## config.mk

```make
export PLATFORM = sky130hd
export DESIGN_NAME = pfl_engine_flat
export DESIGN_NICKNAME = d
export VERILOG_FILES = /design/src/hw/rtl/pfl_pkg.sv /design/src/hw/rtl/pfl_if.sv /design/src/hw/rtl/pfl_engine.sv /design/src/flat_wrapper.sv
export SDC_FILE = /design/constraint.sdc
export NUM_CORES = 1
export LEC_CHECK = 0
export ABC_AREA = 1
export ABC_CLOCK_PERIOD_IN_PS = 6500
export BUFFER_PORTS_ARGS = -buffer_cell sky130_fd_sc_hd__buf_2
export CAP_MARGIN = 10
export CORE_MARGIN = 4
export CORE_UTILIZATION = 58
export DETAILED_ROUTE_END_ITERATION = 8
export MAX_ROUTING_LAYER = met4
export PLACE_DENSITY_LB_ADDON = 0.08
export SLEW_MARGIN = 0
export SYNTH_ARGS = -nofsm -noshare
export SYNTH_HDL_FRONTEND = slang
export SYNTH_SLANG_ARGS = --single-unit
```

## constraint.sdc

```tcl
create_clock -name clock -period 6.5 [get_ports clock]
set_input_delay 1.95 -clock clock [delete_from_list [all_inputs] [get_ports clock]]
set_output_delay 1.95 -clock clock [all_outputs]
set_load 0.1 [all_outputs]
```

## src/hw/rtl/pfl_pkg.sv

```systemverilog
// shared types and constants for the page free list allocator
`timescale 1ns / 1ps

package pfl_pkg;

   // page numbering
   localparam int PAGE_W    = 10;
   localparam int MAX_PAGES = 2 ** PAGE_W;
   localparam int LINK_W    = PAGE_W + 1;

   // link word codes beside a page number
   localparam logic [LINK_W-1:0] LINK_END    = LINK_W'(MAX_PAGES);
   localparam logic [LINK_W-1:0] LINK_IN_USE = LINK_W'(MAX_PAGES + 1);

   // register file
   localparam int CSR_ADDR_W = 2;
   localparam int CSR_DATA_W = 32;
   localparam logic [CSR_ADDR_W-1:0] CSR_FILE_OPEN = 2'd0;

   // request kinds
   typedef enum logic [1:0] {
      KIND_ALLOC   = 2'd0,
      KIND_DISPOSE = 2'd1,
      KIND_GET     = 2'd2
   } kind_type;

   // response status codes
   typedef enum logic [2:0] {
      ST_OK       = 3'd0,
      ST_CLOSED   = 3'd1,
      ST_INVALID  = 3'd2,
      ST_NOT_USED = 3'd3,
      ST_FULL     = 3'd4
   } status_type;

   // link memory command from the engine
   typedef struct packed {
      logic              rd_en;
      logic [PAGE_W-1:0] rd_addr;
      logic              wr_en;
      logic [PAGE_W-1:0] wr_addr;
      logic [LINK_W-1:0] wr_data;
   } ram_cmd_type;

endpackage

```

## src/hw/rtl/pfl_if.sv

```systemverilog
// request and response channel interfaces
`timescale 1ns / 1ps

interface pfl_req_if;
   import pfl_pkg::*;

   logic              valid;
   logic              ready;
   logic [1:0]        kind;
   logic [PAGE_W-1:0] page_number;

   modport source (output valid, kind, page_number, input ready);
   modport sink (input valid, kind, page_number, output ready);
endinterface

interface pfl_rsp_if;
   import pfl_pkg::*;

   logic              valid;
   logic              ready;
   logic [2:0]        status;
   logic [PAGE_W-1:0] result_page;

   modport source (output valid, status, result_page, input ready);
   modport sink (input valid, status, result_page, output ready);
endinterface

```

## src/hw/rtl/pfl_engine.sv

```systemverilog
// request sequencer: reads a link word, updates head, count and links
`timescale 1ns / 1ps

module pfl_engine (
   input  logic                          clock,
   input  logic                          reset,
   input  logic                          file_open,
   pfl_req_if.sink                       req_ch,
   pfl_rsp_if.source                     rsp_ch,
   output pfl_pkg::ram_cmd_type          ram_cmd,
   input  logic [pfl_pkg::LINK_W-1:0]    ram_rd_data
);
   import pfl_pkg::*;

   typedef enum logic [1:0] {
      S_IDLE = 2'b01,
      S_EXEC = 2'b10
   } state_type;

   state_type         state_ff, state_in;
   logic [1:0]        kind_ff, kind_in;
   logic [PAGE_W-1:0] page_ff, page_in;
   logic [LINK_W-1:0] head_ff, head_in;
   logic [LINK_W-1:0] count_ff, count_in;
   logic              rsp_valid_ff, rsp_valid_in;
   status_type        status_ff, status_in;
   logic [PAGE_W-1:0] result_ff, result_in;

   logic              req_xfer;
   logic              head_live;
   status_type        exec_status;
   logic [PAGE_W-1:0] exec_page;
   logic [LINK_W-1:0] exec_head;
   logic [LINK_W-1:0] exec_count;
   logic              exec_wr;
   logic [PAGE_W-1:0] exec_wr_addr;
   logic [LINK_W-1:0] exec_wr_data;

   // accept only when idle and the response slot is free by the next edge
   assign req_ch.ready = (state_ff == S_IDLE) && (!rsp_valid_ff || rsp_ch.ready);
   assign req_xfer     = req_ch.valid && req_ch.ready;
   assign head_live    = (head_ff < LINK_END);

   // link read issued with the request transfer, link write back on execute
   always_comb begin
      ram_cmd.rd_en   = req_xfer;
      ram_cmd.rd_addr = req_ch.page_number;
      if (kind_type'(req_ch.kind) == KIND_ALLOC) begin
         ram_cmd.rd_addr = head_ff[PAGE_W-1:0];
      end
      ram_cmd.wr_en   = (state_ff == S_EXEC) && exec_wr;
      ram_cmd.wr_addr = exec_wr_addr;
      ram_cmd.wr_data = exec_wr_data;
   end

   // request evaluation against the link word read back
   always_comb begin
      exec_status  = ST_OK;
      exec_page    = '0;
      exec_head    = head_ff;
      exec_count   = count_ff;
      exec_wr      = 1'b0;
      exec_wr_addr = page_ff;
      exec_wr_data = LINK_IN_USE;
      if (!file_open) begin
         exec_status = ST_CLOSED;
      end else begin
         case (kind_type'(kind_ff))
            KIND_ALLOC: begin
               if (head_live) begin
                  exec_page    = head_ff[PAGE_W-1:0];
                  exec_wr      = 1'b1;
                  exec_wr_addr = head_ff[PAGE_W-1:0];
                  exec_head    = (ram_rd_data < LINK_END) ? ram_rd_data
                                                          : LINK_END;
               end else if (count_ff < LINK_W'(MAX_PAGES)) begin
                  exec_page    = count_ff[PAGE_W-1:0];
                  exec_wr      = 1'b1;
                  exec_wr_addr = count_ff[PAGE_W-1:0];
                  exec_count   = count_ff + LINK_W'(1);
               end else begin
                  exec_status = ST_FULL;
               end
            end
            KIND_DISPOSE, KIND_GET: begin
               if ({1'b0, page_ff} >= count_ff) begin
                  exec_status = ST_INVALID;
               end else if (ram_rd_data != LINK_IN_USE) begin
                  exec_status = ST_NOT_USED;
               end else if (kind_type'(kind_ff) == KIND_DISPOSE) begin
                  exec_wr      = 1'b1;
                  exec_wr_data = head_ff;
                  exec_head    = {1'b0, page_ff};
               end else begin
                  exec_page = page_ff;
               end
            end
            default: begin
               exec_status = ST_INVALID;
            end
         endcase
      end
   end

   // next state
   always_comb begin
      state_in     = state_ff;
      kind_in      = kind_ff;
      page_in      = page_ff;
      head_in      = head_ff;
      count_in     = count_ff;
      rsp_valid_in = rsp_valid_ff;
      status_in    = status_ff;
      result_in    = result_ff;
      if (rsp_valid_ff && rsp_ch.ready) begin
         rsp_valid_in = 1'b0;
      end
      case (state_ff)
         S_IDLE: begin
            if (req_xfer) begin
               kind_in  = req_ch.kind;
               page_in  = req_ch.page_number;
               state_in = S_EXEC;
            end
         end
         S_EXEC: begin
            head_in      = exec_head;
            count_in     = exec_count;
            status_in    = exec_status;
            result_in    = exec_page;
            rsp_valid_in = 1'b1;
            state_in     = S_IDLE;
         end
         default: begin
            state_in = S_IDLE;
         end
      endcase
   end

   // control registers
   always_ff @(posedge clock) begin
      if (reset) begin
         state_ff     <= S_IDLE;
         head_ff      <= LINK_END;
         count_ff     <= '0;
         rsp_valid_ff <= 1'b0;
      end else begin
         state_ff     <= state_in;
         head_ff      <= head_in;
         count_ff     <= count_in;
         rsp_valid_ff <= rsp_valid_in;
      end
   end

   // payload registers
   always_ff @(posedge clock) begin
      kind_ff   <= kind_in;
      page_ff   <= page_in;
      status_ff <= status_in;
      result_ff <= result_in;
   end

   assign rsp_ch.valid       = rsp_valid_ff;
   assign rsp_ch.status      = status_ff;
   assign rsp_ch.result_page = result_ff;

endmodule

```

## src/flat_wrapper.sv

```systemverilog
// flat-port wrapper written by rule: the top's interface ports become plain ports
module pfl_engine_flat import pfl_pkg::*;
  (clock, reset, file_open, ram_cmd, ram_rd_data, req_ch_valid, req_ch_kind, req_ch_page_number, req_ch_ready, rsp_ch_valid, rsp_ch_status, rsp_ch_result_page, rsp_ch_ready);
  pfl_req_if req_ch_i ();
  pfl_rsp_if rsp_ch_i ();
  input  logic clock;
  input  logic reset;
  input  logic file_open;
  output pfl_pkg::ram_cmd_type ram_cmd;
  input  logic [pfl_pkg::LINK_W-1:0] ram_rd_data;
  input wire logic [$bits(req_ch_i.valid)-1:0] req_ch_valid;
  input wire logic [$bits(req_ch_i.kind)-1:0] req_ch_kind;
  input wire logic [$bits(req_ch_i.page_number)-1:0] req_ch_page_number;
  output wire logic [$bits(req_ch_i.ready)-1:0] req_ch_ready;
  output wire logic [$bits(rsp_ch_i.valid)-1:0] rsp_ch_valid;
  output wire logic [$bits(rsp_ch_i.status)-1:0] rsp_ch_status;
  output wire logic [$bits(rsp_ch_i.result_page)-1:0] rsp_ch_result_page;
  input wire logic [$bits(rsp_ch_i.ready)-1:0] rsp_ch_ready;
  assign req_ch_i.valid = req_ch_valid;
  assign req_ch_i.kind = req_ch_kind;
  assign req_ch_i.page_number = req_ch_page_number;
  assign req_ch_ready = req_ch_i.ready;
  assign rsp_ch_valid = rsp_ch_i.valid;
  assign rsp_ch_status = rsp_ch_i.status;
  assign rsp_ch_result_page = rsp_ch_i.result_page;
  assign rsp_ch_i.ready = rsp_ch_ready;
  pfl_engine u_core (.clock(clock), .reset(reset), .file_open(file_open), .req_ch(req_ch_i), .rsp_ch(rsp_ch_i), .ram_cmd(ram_cmd), .ram_rd_data(ram_rd_data));
endmodule
```

== Yosys cells after proc, flatten, opt, wreduce, memory -nomap -nowiden ==
Cells that the tools add are included.
Cells by class
  eq/ne operators: 9
  magnitude comparators: 4
  add/subtract/negate cells: 1
  reduce and logical (&&, ||, !) cells: 15
  muxes and demuxes: 36
  bitwise logic cells: 2
Operators by type and width (number)
  $mux W11: 10
  $mux W10: 10
  $lt A11 B11 Y1 const B: 3
  $pmux W11 S2: 1
  $pmux W10 S2: 1
  $add A11 B1 Y11 const B: 1
  $ge A10 B11 Y1: 1
  $ne A11 B11 Y1 const B: 1
  $mux W3: 3
  $mux W1: 8
  $reduce_and A7 Y1: 1
  $pmux W3 S2: 1
  $reduce_and A5 Y1: 1
  $eq A2 B1 Y1 const B: 2
  $eq A2 B2 Y1 const B: 2
  $logic_and A1 B1 Y1: 4
  $logic_not A2 Y1: 2
  $ne A2 B1 Y1 const B: 2
  $ne A2 B2 Y1 const B: 2
  $reduce_bool A2 Y1: 2
  $reduce_or A2 Y1: 2
  $mux W2: 1
  $not A1 Y1: 2
  $pmux W1 S2: 1
  3 further kinds: 3
Word-level totals
  output and inout bits: 48
  word-level logic and storage cells: 75
  flip-flop bits (word level): 50

== Longest topological paths before layout ==
  word-level depth: 7
  depth in mapped cells: 15

== Worst setup path before layout ==
Ideal clock, no wire load.
  path kind: input -> output
  start point: input port file_open
  end point: output port ram_cmd[12] (netlist bit)
  buffers on the path: 0
  path slack: 0.248 ns
  stages: 3
  arrival time: 4.302 ns
  cell sequence: nand2_2 a21oi_1 o21ai_0
RTL lines
  start, declared: line flat_wrapper.sv:8  | input logic file_open;
  end, declared: line flat_wrapper.sv:9  | output pfl_pkg::ram_cmd_type ram_cmd;

==> run metrics <==
run status=completed; Hold WC Path Type=flip-flop to flip-flop; r2r setup slk=roughly 4.2 ns; row cnt=26; Die Width=82.1 um; fillcell total=468; GRT overflow=0; CP startpoint kind=input port; count of buffers from port buffering=75; Lkg Pwr=between 1.5 and 2 nW; share of cells above drive strength 1=a little over a fifth; Crit path required time=4.55 ns; PostCTS Resize Cnt=0; Ys Warns=0; reg2reg path depth=9; CTS root buf=clkbuf_8; core area=5200 um2; DRT antenna net count=0; Post-Route Skew=0.00531 ns; CP Capture Type=output port; initial antenna violation count=0; synth unique cells=34; Yosys top cell by area=edfxtp_1; CTS Buffer Depth=2; Seq cells post-synth=50; largest stage delay on the critical path=0.45 ns; sequential cell area fraction in the yosys report=39.3%; Slew HR=41.3%; min Tclk post-route=5.68 ns; cell family with most CP delay=simple AND/OR/NAND/NOR gates; RSZ-0062 raised after global routing=false; total track usage=27.5%; Post-Synthesis Net Count=474; Layout Cells excl Fill=approximately 570; routed length per instance=approximately 15 um; Fin. Hold Viols=0; io pins=76; asr flop ratio synth=0%; Achievable Freq=176 MHz; clock sinks=50; setup ws final=0.817 ns; first-pass GRT wire length=13700 um; H-tree depth=2; ys flop type=edfxtp_1; Synth top area share=23.6%; PwrDens=207 nW/um2; EDFF count, synth=25; Final nets=541; Pins Over Slew Limit=0; Worst Max-Slew Pin Slew=0.877 ns; Initial Utilization=61.2%; dpl ws=0.856 ns; largest cells by area after synthesis=edfxtp_1 (24%), dfxtp_1 (16%), nand2_1 (9.0%); crit path cell chain=buf_2 -> nand2_1 -> nor2_1 -> nand2_1 -> nor2_2 -> nand4_4 -> nor2_1 -> buf_2; Worst path slowest cell=buf_2; Die Ht=82.1 um; largest net degree at the start of global routing=37; vias per cell=about 5.6; Setup CP Type=input port to output port; Post-CTS Hold Fix Bufs=0; clock latency on the worst-skew pair=0.31 ns; routed wl met3=around 800 um; Max Cap Viol=0; Synth Cell Area=3180 um2; worst path arrival time=3.73 ns; met2 WL post-DR=3950 um; vias in the first global route=between 2000 and 3000; DR vias=3171; Synth Area per Inst=7.39 um2; CP max FO=12; dpl cells=561; CP Depth=8; routability cong.=0.941; hold depth=2; Ant. Diodes=0; Max Used Layer=met4; cts bufs inserted=5; die area=6740 um2; final period utilization=87.4%; Pre-antenna DRT Iters=5; WL final=8500 um; setup_tns=0 ns; Mapped Cells=431; Worst-path clk slew=0.09 ns; CTS tree=done; wl on met1=3590 um; Layout area overhead=15.3%; worst vdd ir=0.000154 V; worst path buffer plus inverter count=2; DRC viols=0; HPWL Detailed=about 6500 um; post-CTS setup buffer count=0; Final setup viols=0; 1st-iter DRT viols=192
metal layers:
| layer | GRT usage [%] | vias to the layer above |
|---|---|---|
| met2 | 44.0 | 180 |
| met3 | 5.10 | 17 |
| met4 | 8.80 | 0 |
| met1 | 35.4 | 1425 |
| li1 | - | 1549 |
| met5 | - | - |
worst register-to-register path, cell delays in order (launching register included):
cell	delay [ns]
edfxtp_1	0.51
ha_1	0.36
nand2_1	0.08
nor2_1	0.05
nand2_1	0.06
nor2_1	0.04
nor2_1	0.12
nand3_1	0.09
nand2_1	0.54
a21oi_1	0.15
layout make-up:
cell class / instances / area (um2) / share of cell area [%]
multi-input combinational: 283 / 1530 / 41.7
sequential: 50 / 1250 / 34.1
timing repair buffer: 77 / 390 / 10.6
inverter: 81 / 304 / 8.28
tap: 70 / 87.6 / 2.39
clock buffer: 7 / 76.3 / 2.08
clock inverter: 1 / 30.0 / 0.818
power breakdown:
part	switching (mW)	internal [mW]
Sequential	0.00692	0.338
Combinational	0.158	0.0386
Clock	0.104	0.115
Total	0.269	0.492
kinds of logic (layout without fill, tap and decap cells):
kind of cell	after synthesis	in the layout	synth area share, %
AO/OA/AOI/OAI	81	81	15.1
flip-flops	50	50	39.3
buffers and inverters	98	166	12.6
adder cells (fa/ha/maj)	15	15	5.89
AND/OR/NAND/NOR	187	187	27.2
Yosys cell counts, types with 2 or more instances:
library cell	n
a21oi_1	39
a21oi_2	2
buf_2	2
buf_4	4
buf_6	2
clkbuf_1	8
clkinv_1	3
dfxtp_1	25
edfxtp_1	25
ha_1	15
inv_1	73
inv_2	5
nand2_1	76
nand2_2	2
nand3_1	33
nand4_1	4
nor2_1	47
nor2_2	4
nor2_4	2
nor3_1	10
nor4_1	2
o21ai_0	8
o22ai_1	20
o31ai_1	10
worst paths after layout:
| kind | from | to |
|---|---|---|
| hold reg to reg | u_core.rsp_ch.valid | u_core.rsp_ch.valid |
| setup / recovery | ram_rd_data[10] | ram_cmd[7] |
| hold / removal | u_core.rsp_ch.valid | u_core.rsp_ch.valid |
| setup reg to reg | u_core.page_ff[8] | u_core.rsp_ch.status[1] |
through the flow:
step                      cell area [um2]  utilization [%]  hold slack, ns  total power, mW
final                                3670             70.6           0.486            0.761
after global routing                 3670             70.6           0.518            0.791
after CTS                            3670             70.6           0.487            0.760
after detailed placement             3570             68.5           0.471            0.547
after global placement               3570             68.5           0.460            0.545
after floorplan                      3180                -           0.452            0.510
state kept, by name, summed over array words and instances, names as in the netlist:
name,count
u_core.page_ff,10
u_core.state_ff,2
u_core.rsp_ch.valid,1
u_core.rsp_ch.status,3
u_core.kind_ff,2
u_core.count_ff,11
u_core.head_ff,11
u_core.rsp_ch.result_page,10
cells in the final DEF, fill, tap and decap left out, types with 2 or more instances in the layout:
cell type	instances
nor2_2	4
nand4_1	4
a21oi_1	39
o22ai_1	20
inv_2	5
clkbuf_1	2
nor4_1	2
edfxtp_1	25
inv_1	73
ha_1	15
o31ai_1	10
dfxtp_1	25
a21oi_2	2
buf_4	2
clkbuf_8	5
nor2_1	47
nand2_2	2
nand3_1	33
nor2_4	2
o21ai_0	8
clkinv_1	3
nand2_1	76
nor3_1	10
buf_2	75
Note: power is estimated with default switching activity, not from simulation.
