===== config.mk =====
export PLATFORM = sky130hd
export DESIGN_NAME = pfl_ram
export DESIGN_NICKNAME = d
export VERILOG_FILES = /design/src/hw/rtl/pfl_ram.sv
export SDC_FILE = /design/constraint.sdc
export NUM_CORES = 1
export LEC_CHECK = 0
export BUFFER_PORTS_ARGS = -buffer_cell sky130_fd_sc_hd__buf_2
export CORE_MARGIN = 5
export CORE_UTILIZATION = 50
export DETAILED_ROUTE_END_ITERATION = 12
export PLACE_DENSITY = 0.68
export REMOVE_ABC_BUFFERS = 1
export SKIP_LAST_GASP = 1
export SLEW_MARGIN = 10
export SYNTH_ARGS = -nofsm -noshare
export SYNTH_HDL_FRONTEND = slang
export SYNTH_SLANG_ARGS = --single-unit

===== constraint.sdc =====
create_clock -name clock -period 2 [get_ports clock]
set_clock_uncertainty 0.2 [all_clocks]
set_input_delay 0 -clock clock [delete_from_list [all_inputs] [get_ports clock]]
set_output_delay 0 -clock clock [all_outputs]
set_load 0.02 [all_outputs]

===== src/hw/rtl/pfl_ram.sv =====
// generic single-write, single-read ram with registered read data
`timescale 1ns / 1ps

module pfl_ram #(
   parameter int WIDTH = 8,
   parameter int DEPTH = 16
) (
   input  logic                     clock,
   input  logic                     wr_en,
   input  logic [$clog2(DEPTH)-1:0] wr_addr,
   input  logic [WIDTH-1:0]         wr_data,
   input  logic                     rd_en,
   input  logic [$clog2(DEPTH)-1:0] rd_addr,
   output logic [WIDTH-1:0]         rd_data
);

   logic [WIDTH-1:0] mem [DEPTH];
   logic [WIDTH-1:0] rd_data_ff;

   // write port
   always_ff @(posedge clock) begin
      if (wr_en) begin
         mem[wr_addr] <= wr_data;
      end
   end

   // registered read port
   always_ff @(posedge clock) begin
      if (rd_en) begin
         rd_data_ff <= mem[rd_addr];
      end
   end

   assign rd_data = rd_data_ff;

endmodule


---- Word-level counts from Yosys, hierarchy flattened ----
Memory sizes are Yosys's and may differ from the RTL's. A register that Yosys moved wholly into a read port is not among the register bits.
Index checks and enable logic that the tools add are counted.
word-level totals
  word-level logic and storage cells ...... 3
  memories kept ........................... 1
  register bits ........................... 0
  memory bits (writable) .................. 128
operators by class
  mux-type cells .......................... 2
memories
  name  words  width  rd ports  clocked after memory_dff  wr ports  line  text
  mem   16     8      1         1                         1         17    logic [WIDTH-1:0] mem [DEPTH];
operators with widths
  cell     number
  $mux W1  2

---- Depth between registers and ports, before layout ----
Gate-level depths: netlist of the first run.
  word-level depth ........................ 2
  gate-level depth with buffers ........... 5
  gate-level depth less buffers ........... 3

---- Worst setup path after synthesis of the first run ----
No wires, ideal clock.
  kind .................................... input to register
  start ................................... input port wr_addr[2]
  end ..................................... memory mem[0][0], enable pin
  slack ................................... 0.307 ns
  path buffers ............................ 0
  required time ........................... 1.417 ns
  stages .................................. 2
  arrival ................................. 1.110 ns
  cell sequence ........................... or3b_2 nor3_1
RTL lines
  element             line  text
  start: declaration  10    input logic [$clog2(DEPTH)-1:0] wr_addr,
  end: declaration    17
No word-level cell before the write port.

==> flow_metrics.tcl, run 1 <==
set metrics [dict create \
    status "finished, final reports clean" \
    avgViaCountPerCell 5.61 \
    core_sq_um 10300 \
    cp-end-kind "flip-flop" \
    rsz0062_at_grt "no" \
    die_w_um 112 \
    synth_most_common_cell "edfxtp_1" \
    setup-tns-final_ps 0 \
    setup_viol 0 \
    diodes 0 \
    vdd_ir_drop_max_v 0.000545 \
    r2r_cells 3 \
    clk_path_buf_depth 2 \
    seq_area_sq_um 4080 \
    finalPower_mw 6.49 \
    overflow 0 \
    avgSynthCellArea_sq_um 22.8 \
    tightest_slew_ps 687 \
    min_period_ps 1820 \
    rows 37 \
    yosys_warnings 0 \
    synth_common_cells "edfxtp_1 (136), mux4_2 (18), a22oi_1 (16), mux4_1 (14), nor2_1 (13)" \
    grt_use_total_pct 16.4 \
    grt_pass1_wl_mm 15.0 \
    cts_root_buf "clkbuf_8" \
    drv_cap 0 \
    critical_path_arrival_ps 2000 \
    pwr-share-clk_pct 45.2 \
    synth_seq_area_share_pct 78.1 \
    synthesis.instances 229 \
    multiInputGateArea_sq_um 1060 \
    async_reset_ff_share_pct 0 \
    timing.reg2reg.setup_slack_ps 300 \
    initial_core_util_pct 50.9 \
    antenna_found_initial 0 \
    yosysTopAreaCell "edfxtp_1" \
    hold_depth 5 \
    globalplace.congestion 0.714 \
    area_delta_synth_final_pct 22.0 \
    ant_nets 0 \
    clkSlewWorstSetupHoldPaths_ps 60 \
    synth_ff_type "edfxtp_1" \
    postCtsSetupBuffers 0 \
    pwr-share-comb_pct 5.1 \
    worstPathMaxFanout 5 \
    cts.htree.levels 4 \
    pwr-share-seq_pct 49.7 \
    grt_pass1_vias 2631 \
    hold_start "rd_addr[1]" \
    place_inst 400 \
    fin_cells 451 \
    final.fill_count 721 \
    firstDrtPassIters 4 \
    maxSlewHeadroom_pct 54.1 \
    p_switching_mw 1.34 \
    critical_path_class "primary input to flip-flop" \
    cts_resized 0 \
    p_int_mw 5.15 \
    p_sw_share_pct 20.7 \
    clock-sinks 136 \
    min_period_over_period_pct 90.9 \
    drt_iter0_markers 232 \
    avgRoutedWirePerCell_um 21.1 \
    cts_buffers 17 \
    cp-start-kind "primary input" \
    die_area_sq_um 12600 \
    synth_top_area_share_pct 78.1 \
    drv_slew 0 \
    worstReg2RegStart "mem[10][4]" \
    required_ps 2180 \
    max_freq_mhz 550 \
    hold_buffers 19 \
    io_pins 27 \
    finalWirelength_mm 9.50 \
    fin_nets 321 \
    synth_edf_count 136 \
    powerDensity_nw_per_um2 1020 \
    holdCritPathClass "primary input to flip-flop" \
    ys_ff_latch 136 \
    timing.rr.end "rd_data[4]" \
    clk_latency_ps 510 \
    hold_slack_ps 39.9 \
    hold_violations 0 \
    grt_max_degree 33 \
    drcViolationCount 0 \
    syn-cell-area_sq_um 5230 \
    die_height_um 112 \
    synth_area_leaders "edfxtp_1 (78%), mux4_2 (7.8%), mux4_1 (7.0%), a22oi_1 (2.3%), nor2_1 (0.93%)" \
    leakagePower_nw 2.17 \
    yosys.cell_types.count 18 \
    min_to "rd_data[2]" \
    cts_tree "done" \
    drive_above_1_share_pct 29.8 \
    hpwl_mm 6.03 \
    io_buffers 26 \
    routed-via-count 2531 \
]
worst max-delay path by stage:
stage               startpoint    endpoint  slack (ps)  cells past startpoint
floorplan           wr_addr[2]   mem[0][0]         310                      2
global placement    rd_addr[0]  rd_data[4]         240                      5
detailed placement  rd_addr[0]  rd_data[4]         230                      5
CTS                 rd_addr[2]  rd_data[3]         190                      6
global route        rd_addr[2]  rd_data[3]          90                      6
finish              rd_addr[2]  rd_data[3]         180                      6
placed cells by master (no fill, tap or decap), drive strengths merged, types with 2 or more instances in the layout:
| cell | netlist | final |
|---|---|---|
| edfxtp | 136 | 136 |
| buf | 7 | 45 |
| mux4 | 32 | 32 |
| dlygate4sd3 | 0 | 19 |
| clkbuf | 0 | 19 |
| a22oi | 16 | 16 |
| nor2 | 13 | 13 |
| nand2 | 9 | 9 |
| clkinvlp | 0 | 5 |
| nor3 | 4 | 4 |
| inv | 0 | 4 |
| nand3b | 2 | 2 |
| nand2b | 2 | 2 |
| bufinv | 0 | 2 |
| clkinv | 0 | 2 |
cell type report:
| cell class | count | share of cell area (%) |
|---|---|---|
| Clock buffer | 19 | 6.61 |
| Multi-Input combinational cell | 83 | 16.6 |
| Sequential cell | 136 | 64.0 |
| Timing Repair Buffer | 64 | 7.84 |
| Tap cell | 136 | 2.67 |
| Clock inverter | 13 | 2.29 |
per-layer routing:
| metal | share of wire (%) | track usage, % | vias up |
|---|---|---|---|
| li1 | - | - | 1132 |
| met1 | 44 | 22.7 | 1319 |
| met2 | 50 | 25.2 | 72 |
| met3 | 4.8 | 4.80 | 8 |
| met4 | 1.2 | 5.53 | 0 |
| met5 | 0 | 0 | - |
critical path, cell delays in order:
cell           delay, ps
dlygate4sd3_1        530
buf_2                140
nor2_1               380
dlygate4sd3_1        730
a22oi_1              120
nand2_1              100
logic make-up after synthesis:
family | after synthesis | share of synthesized area (%)
compound gates | 16 | 2.30
buf+inv | 10 | 1.65
flops | 136 | 78.1
mux | 32 | 14.8
simple gates | 35 | 3.14
power by group through the flow:
stage | clock [mW] | combinational [mW] | sequential [mW]
5_1_grt | 3.11 | 0.365 | 3.23
4_1_cts | 2.98 | 0.339 | 3.23
2_1_floorplan | 0 | 0.128 | 3.30
3_5_place_dp | 0 | 0.310 | 3.29
3_3_place_gp | 0 | 0.307 | 3.28
6_report | 2.93 | 0.332 | 3.23
flip-flops by register name, indices dropped and copies added (netlist names):
signal,cells
mem,128
rd_data,8
per-stage QoR:
step           util [%]  worst slack, ps  area, sq um
4_1_cts            62.1              189         6380
3_3_place_gp       54.7              244         5620
5_1_grt            62.1             94.9         6380
6_report           62.1              183         6380
2_1_floorplan         -              307         5140
3_5_place_dp       54.7              233         5620
(Power assumes the default switching activity.)
==> run 2: changes to the inputs <==
--- a/config.mk
+++ b/config.mk
@@ -6,10 +6,12 @@
 export NUM_CORES = 1
 export LEC_CHECK = 0
 export BUFFER_PORTS_ARGS = -buffer_cell sky130_fd_sc_hd__buf_2
+export CELL_PAD_IN_SITES_DETAIL_PLACEMENT = 0
+export CELL_PAD_IN_SITES_GLOBAL_PLACEMENT = 2
 export CORE_MARGIN = 5
-export CORE_UTILIZATION = 50
+export CORE_UTILIZATION = 48
 export DETAILED_ROUTE_END_ITERATION = 12
-export PLACE_DENSITY = 0.68
+export PLACE_DENSITY_LB_ADDON = 0.1
 export REMOVE_ABC_BUFFERS = 1
 export SKIP_LAST_GASP = 1
 export SLEW_MARGIN = 10
==> flow_metrics.tcl, run 2 (same netlist as run 1, synthesis figures left out) <==
set metrics [dict create \
    cts_resized 0 \
    finalPower_mw 6.54 \
    drcViolationCount 0 \
    clk_path_buf_depth 2 \
    grt_use_total_pct 17.2 \
    drt_iter0_markers 200 \
    avgViaCountPerCell 5.43 \
    clock-sinks 136 \
    setup_viol 0 \
    status "finished, final reports clean" \
    drv_cap 0 \
    cts_root_buf "clkbuf_8" \
    clkSlewWorstSetupHoldPaths_ps 60 \
    maxSlewHeadroom_pct 71.7 \
    critical_path_class "flip-flop to flip-flop" \
    postCtsSetupBuffers 0 \
    cp_top_family "multiplexers" \
    avgRoutedWirePerCell_um 21.9 \
    clk_latency_ps 510 \
    initial_core_util_pct 48.6 \
    seq_area_sq_um 4080 \
    hpwl_mm 6.44 \
    diodes 0 \
    r2r_cells 3 \
    grt_pass1_wl_mm 15.7 \
    ant_nets 0 \
    cp-start-kind "flip-flop" \
    hold_buffers 22 \
    grt_pass1_vias 2660 \
    holdCritPathClass "primary input to flip-flop" \
    io_buffers 26 \
    final.fill_count 813 \
    top_register "mem" \
    largest_reg_flops 128 \
    powerDensity_nw_per_um2 1020 \
    rows 38 \
    fin_nets 327 \
    tightest_slew_ps 424 \
    core_sq_um 10700 \
    io_pins 27 \
    min_period_ps 1750 \
    worstPathMaxFanout 1 \
    cp-end-kind "flip-flop" \
    max_freq_mhz 573 \
    final_common_cell "edfxtp_1" \
    area_delta_synth_final_pct 23.3 \
    hold_violations 0 \
    overflow 0 \
    multiInputGateArea_sq_um 1060 \
    antenna_found_initial 0 \
    vdd_ir_drop_max_v 0.000410 \
    hold_depth 5 \
    setup-tns-final_ps 0 \
    finalWirelength_mm 10.1 \
    die_area_sq_um 13100 \
    routed-via-count 2504 \
    rsz0062_at_grt "no" \
    grt_max_degree 23 \
    final_cell_mix "edfxtp_1 (136), buf_2 (26), dlygate4sd3_1 (22), buf_4 (19), mux4_2 (18)" \
    min_period_over_period_pct 87.3 \
    cts.htree.levels 4 \
    drive_above_1_share_pct 30.8 \
    cp_num_buf_inv 0 \
    critical_path_arrival_ps 1800 \
    crit_path_max_incr_delay_ps 540 \
    crit_chain "mux4_1 > a22oi_1 > nand2_1" \
    firstDrtPassIters 4 \
    drv_slew 0 \
    critPathSlowestCell "mux4_1" \
    crit_cells 3 \
    leakagePower_nw 2.21 \
    die_w_um 114 \
    die_height_um 114 \
    globalplace.congestion 0.687 \
    cts_tree "done" \
    cts_buffers 17 \
    required_ps 2050 \
]
==> run 2: cell types whose count changed in the layout (fill, tap and decap cells not counted) <==
cell / previous run / this run
buf_4: 16 / 19
dlygate4sd3_1: 19 / 22
clkinv_4: 1 / 0
bufinv_16: 2 / 3
clkinvlp_4: 5 / 4
clkinv_2: 1 / 8
clkbuf_1: 2 / 0
inv_6: 4 / 0
==> run 2: cell type report <==
type | instances | share of cell area (%)
clock inverter | 15 | 2.49
timing repair buffer | 70 | 8.58
tap | 140 | 2.72
clock buffer | 17 | 6.43
sequential | 136 | 63.4
multi-input combinational | 83 | 16.4
==> run 2: worst min-delay path, stage by stage <==
cell,delay [ps]
buf_2,140
buf_12,160
mux4_2,230
a22oi_1,60
nand2_1,60
==> run 2: final timing paths <==
path,start,to,slack [ps]
setup reg to reg,mem[9][4],rd_data[4],250
setup / recovery,mem[9][4],rd_data[4],250
hold / removal,rd_addr[0],rd_data[6],50
hold reg to reg,mem[8][3],rd_data[3],560
==> run 2: where the power goes <==
| group | total [mW] | switching, mW | internal, mW |
|---|---|---|---|
| registers | 3.23 | 0.0159 | 3.21 |
| clock network | 2.97 | 1.09 | 1.87 |
| logic | 0.346 | 0.188 | 0.158 |
==> run 2: stage by stage <==
| step | worst slack (ps) | utilization [%] | cell area (sq um) | hold slack [ps] | std cells |
|---|---|---|---|---|---|
| 2_1_floorplan | 307 | - | 5140 | -101 | 219 |
| 3_3_place_gp | 116 | 52.6 | 5650 | 188 | 407 |
| 3_5_place_dp | 120 | 52.6 | 5650 | 203 | 407 |
| 4_1_cts | 223 | 60.0 | 6440 | 43.4 | 461 |
| 5_1_grt | 144 | 60.0 | 6440 | 61.6 | 461 |
| 6_report | 254 | 60.0 | 6440 | 46.7 | 461 |
==> run 2: per-layer routing <==
metal / up-vias / part of all wire, % / wire length (um) / global-route usage (%)
li1: 1140 / - / - / -
met1: 1280 / 44 / 4460 / 23.6
met2: 67 / 50 / 5020 / 26.9
met3: 17 / 4.4 / 449 / 4.33
met4: 0 / 1.8 / 178 / 6.65
met5: - / 0 / 0 / 0
==> run 3: changes to the inputs <==
==> constraint.sdc (replaced) <==
create_clock -name clock -period 1.8 [get_ports clock]
set_clock_uncertainty 0.2 [all_clocks]
set_input_delay 0 -clock clock [delete_from_list [all_inputs] [get_ports clock]]
set_output_delay 0 -clock clock [all_outputs]
set_load 0.02 [all_outputs]
==> flow_metrics.tcl, run 3 (same netlist as run 1, synthesis figures left out) <==
set metrics [dict create \
    crit_chain "dlygate4sd3_1 > buf_2 > nor2b_1 > dlygate4sd3_1 > buf_4 > a22oi_1 > nand2_1" \
    fin_cells 463 \
    leakagePower_nw 2.21 \
    clk_latency_ps 500 \
    core_sq_um 10700 \
    initial_core_util_pct 48.6 \
    worstPathMaxFanout 8 \
    final_common_cell "edfxtp_1" \
    largest_reg_flops 128 \
    grt_pass1_vias 2640 \
    drv_slew 0 \
    area_delta_synth_final_pct 23.6 \
    status "finished, final reports clean" \
    avgRoutedWirePerCell_um 22.1 \
    final_cell_mix "edfxtp_1 (136), buf_2 (26), dlygate4sd3_1 (19), buf_4 (19), mux4_2 (18)" \
    drv_cap 0 \
    required_ps 1830 \
    max_freq_mhz 573 \
    routed-via-count 2508 \
    die_height_um 114 \
    cts_tree "done" \
    avgViaCountPerCell 5.42 \
    finalWirelength_mm 10.2 \
    tightest_slew_ps 436 \
    path_common_cell "dlygate4sd3_1" \
    clock-sinks 136 \
    critPathSlowestCell "dlygate4sd3_1" \
    maxSlewHeadroom_pct 71.0 \
    grt_max_degree 20 \
    io_pins 27 \
    ant_nets 0 \
    diodes 0 \
    drt_iter0_markers 214 \
    final_core_util_pct 60.1 \
    critical_path_arrival_ps 1770 \
    holdCritPathClass "primary input to flip-flop" \
    cp-start-kind "primary input" \
    clk_path_buf_depth 2 \
    die_w_um 114 \
    top_register "mem" \
    io_buffers 26 \
    globalplace.congestion 0.717 \
    drive_above_1_share_pct 31.0 \
    critical_path_class "primary input to flip-flop" \
    cp-end-kind "flip-flop" \
    grt_pass1_wl_mm 16.0 \
    rsz0062_at_grt "no" \
    clkSlewWorstSetupHoldPaths_ps 60 \
    antenna_found_initial 0 \
    rows 38 \
    hold_violations 0 \
    powerDensity_nw_per_um2 1100 \
    fin_nets 329 \
    final.fill_count 807 \
    min_period_ps 1750 \
    vdd_ir_drop_max_v 0.000480 \
    grt_use_total_pct 17.4 \
    min_period_over_period_pct 97.0 \
    die_area_sq_um 13100 \
    overflow 0 \
    setup_viol 0 \
    cts_buffers 17 \
    cts_root_buf "clkbuf_8" \
    cts.htree.levels 4 \
    crit_path_max_incr_delay_ps 550 \
    finalPower_mw 7.08 \
    hpwl_mm 6.45 \
    firstDrtPassIters 6 \
    drcViolationCount 0 \
    place_inst 411 \
]
==> run 3: cell types whose count changed in the layout (fill, tap and decap cells not counted), moves of 2 or more <==
cell	previous run	this run
a22oi_1	16	13
a22oi_2	0	3
buf_6	0	3
clkinvlp_4	4	2
clkinv_1	0	5
clkbuf_1	0	3
dlygate4sd3_1	22	19
clkinv_2	8	3
==> run 3: repair_timing <==
action | in CTS | in global routing
setup buffers | 0 | 0
resized for setup | 0 | 9
hold buffers | 20 | 0
endpoints found under the setup margin | 0 | 35
hold endpoints to repair | 271 | 0
==> run 3: critical path, delay by kind of cell <==
kind / cells / cell delay [ps]
buf+inv: 4 / 1370
compound gates: 1 / 200
simple gates: 2 / 190
==> run 3: cell type report <==
class / instances / area, sq um / area share, %
Clock inverter: 12 / 109 / 1.68
Clock buffer: 20 / 425 / 6.58
Multi-Input combinational cell: 83 / 1080 / 16.7
Tap cell: 140 / 175 / 2.71
Timing Repair Buffer: 72 / 589 / 9.12
Sequential cell: 136 / 4080 / 63.2
==> run 3: through the flow <==
step / TNS [ps] / cell area (sq um) / setup WS [ps] / hold slack, ps
floorplan: 0 / 5140 / 107 / -101
global placement: -123 / 5690 / -54.6 / 188
detailed placement: -110 / 5690 / -55.9 / 197
CTS: 0 / 6430 / 42.2 / 0.652
global route: 0 / 6460 / 23.9 / 53.5
finish: 0 / 6460 / 54.3 / 39.4
==> run 3: report_power, final <==
group | internal [mW] | switching, mW
sequential | 3.57 | 0.0159
clock | 1.93 | 1.16
combinational | 0.185 | 0.217
total | 5.69 | 1.39
==> run 3: final timing paths <==
check | to | slack [ps] | startpoint | depth (start not counted)
worst min register to register | rd_data[1] | 560 | mem[11][1] | 3
worst max-delay path | rd_data[7] | 50 | rd_addr[2] | 7
worst min-delay path | rd_data[7] | 40 | rd_addr[0] | 4
worst max register to register | rd_data[7] | 90 | mem[3][7] | 3
==> run 3: layer usage <==
layer / global-route usage (%) / part of all wire (%)
met1: 24.7 / 45
met2: 26.8 / 49
met3: 4.60 / 4.8
met4: 4.99 / 0.70
met5: 0 / 0
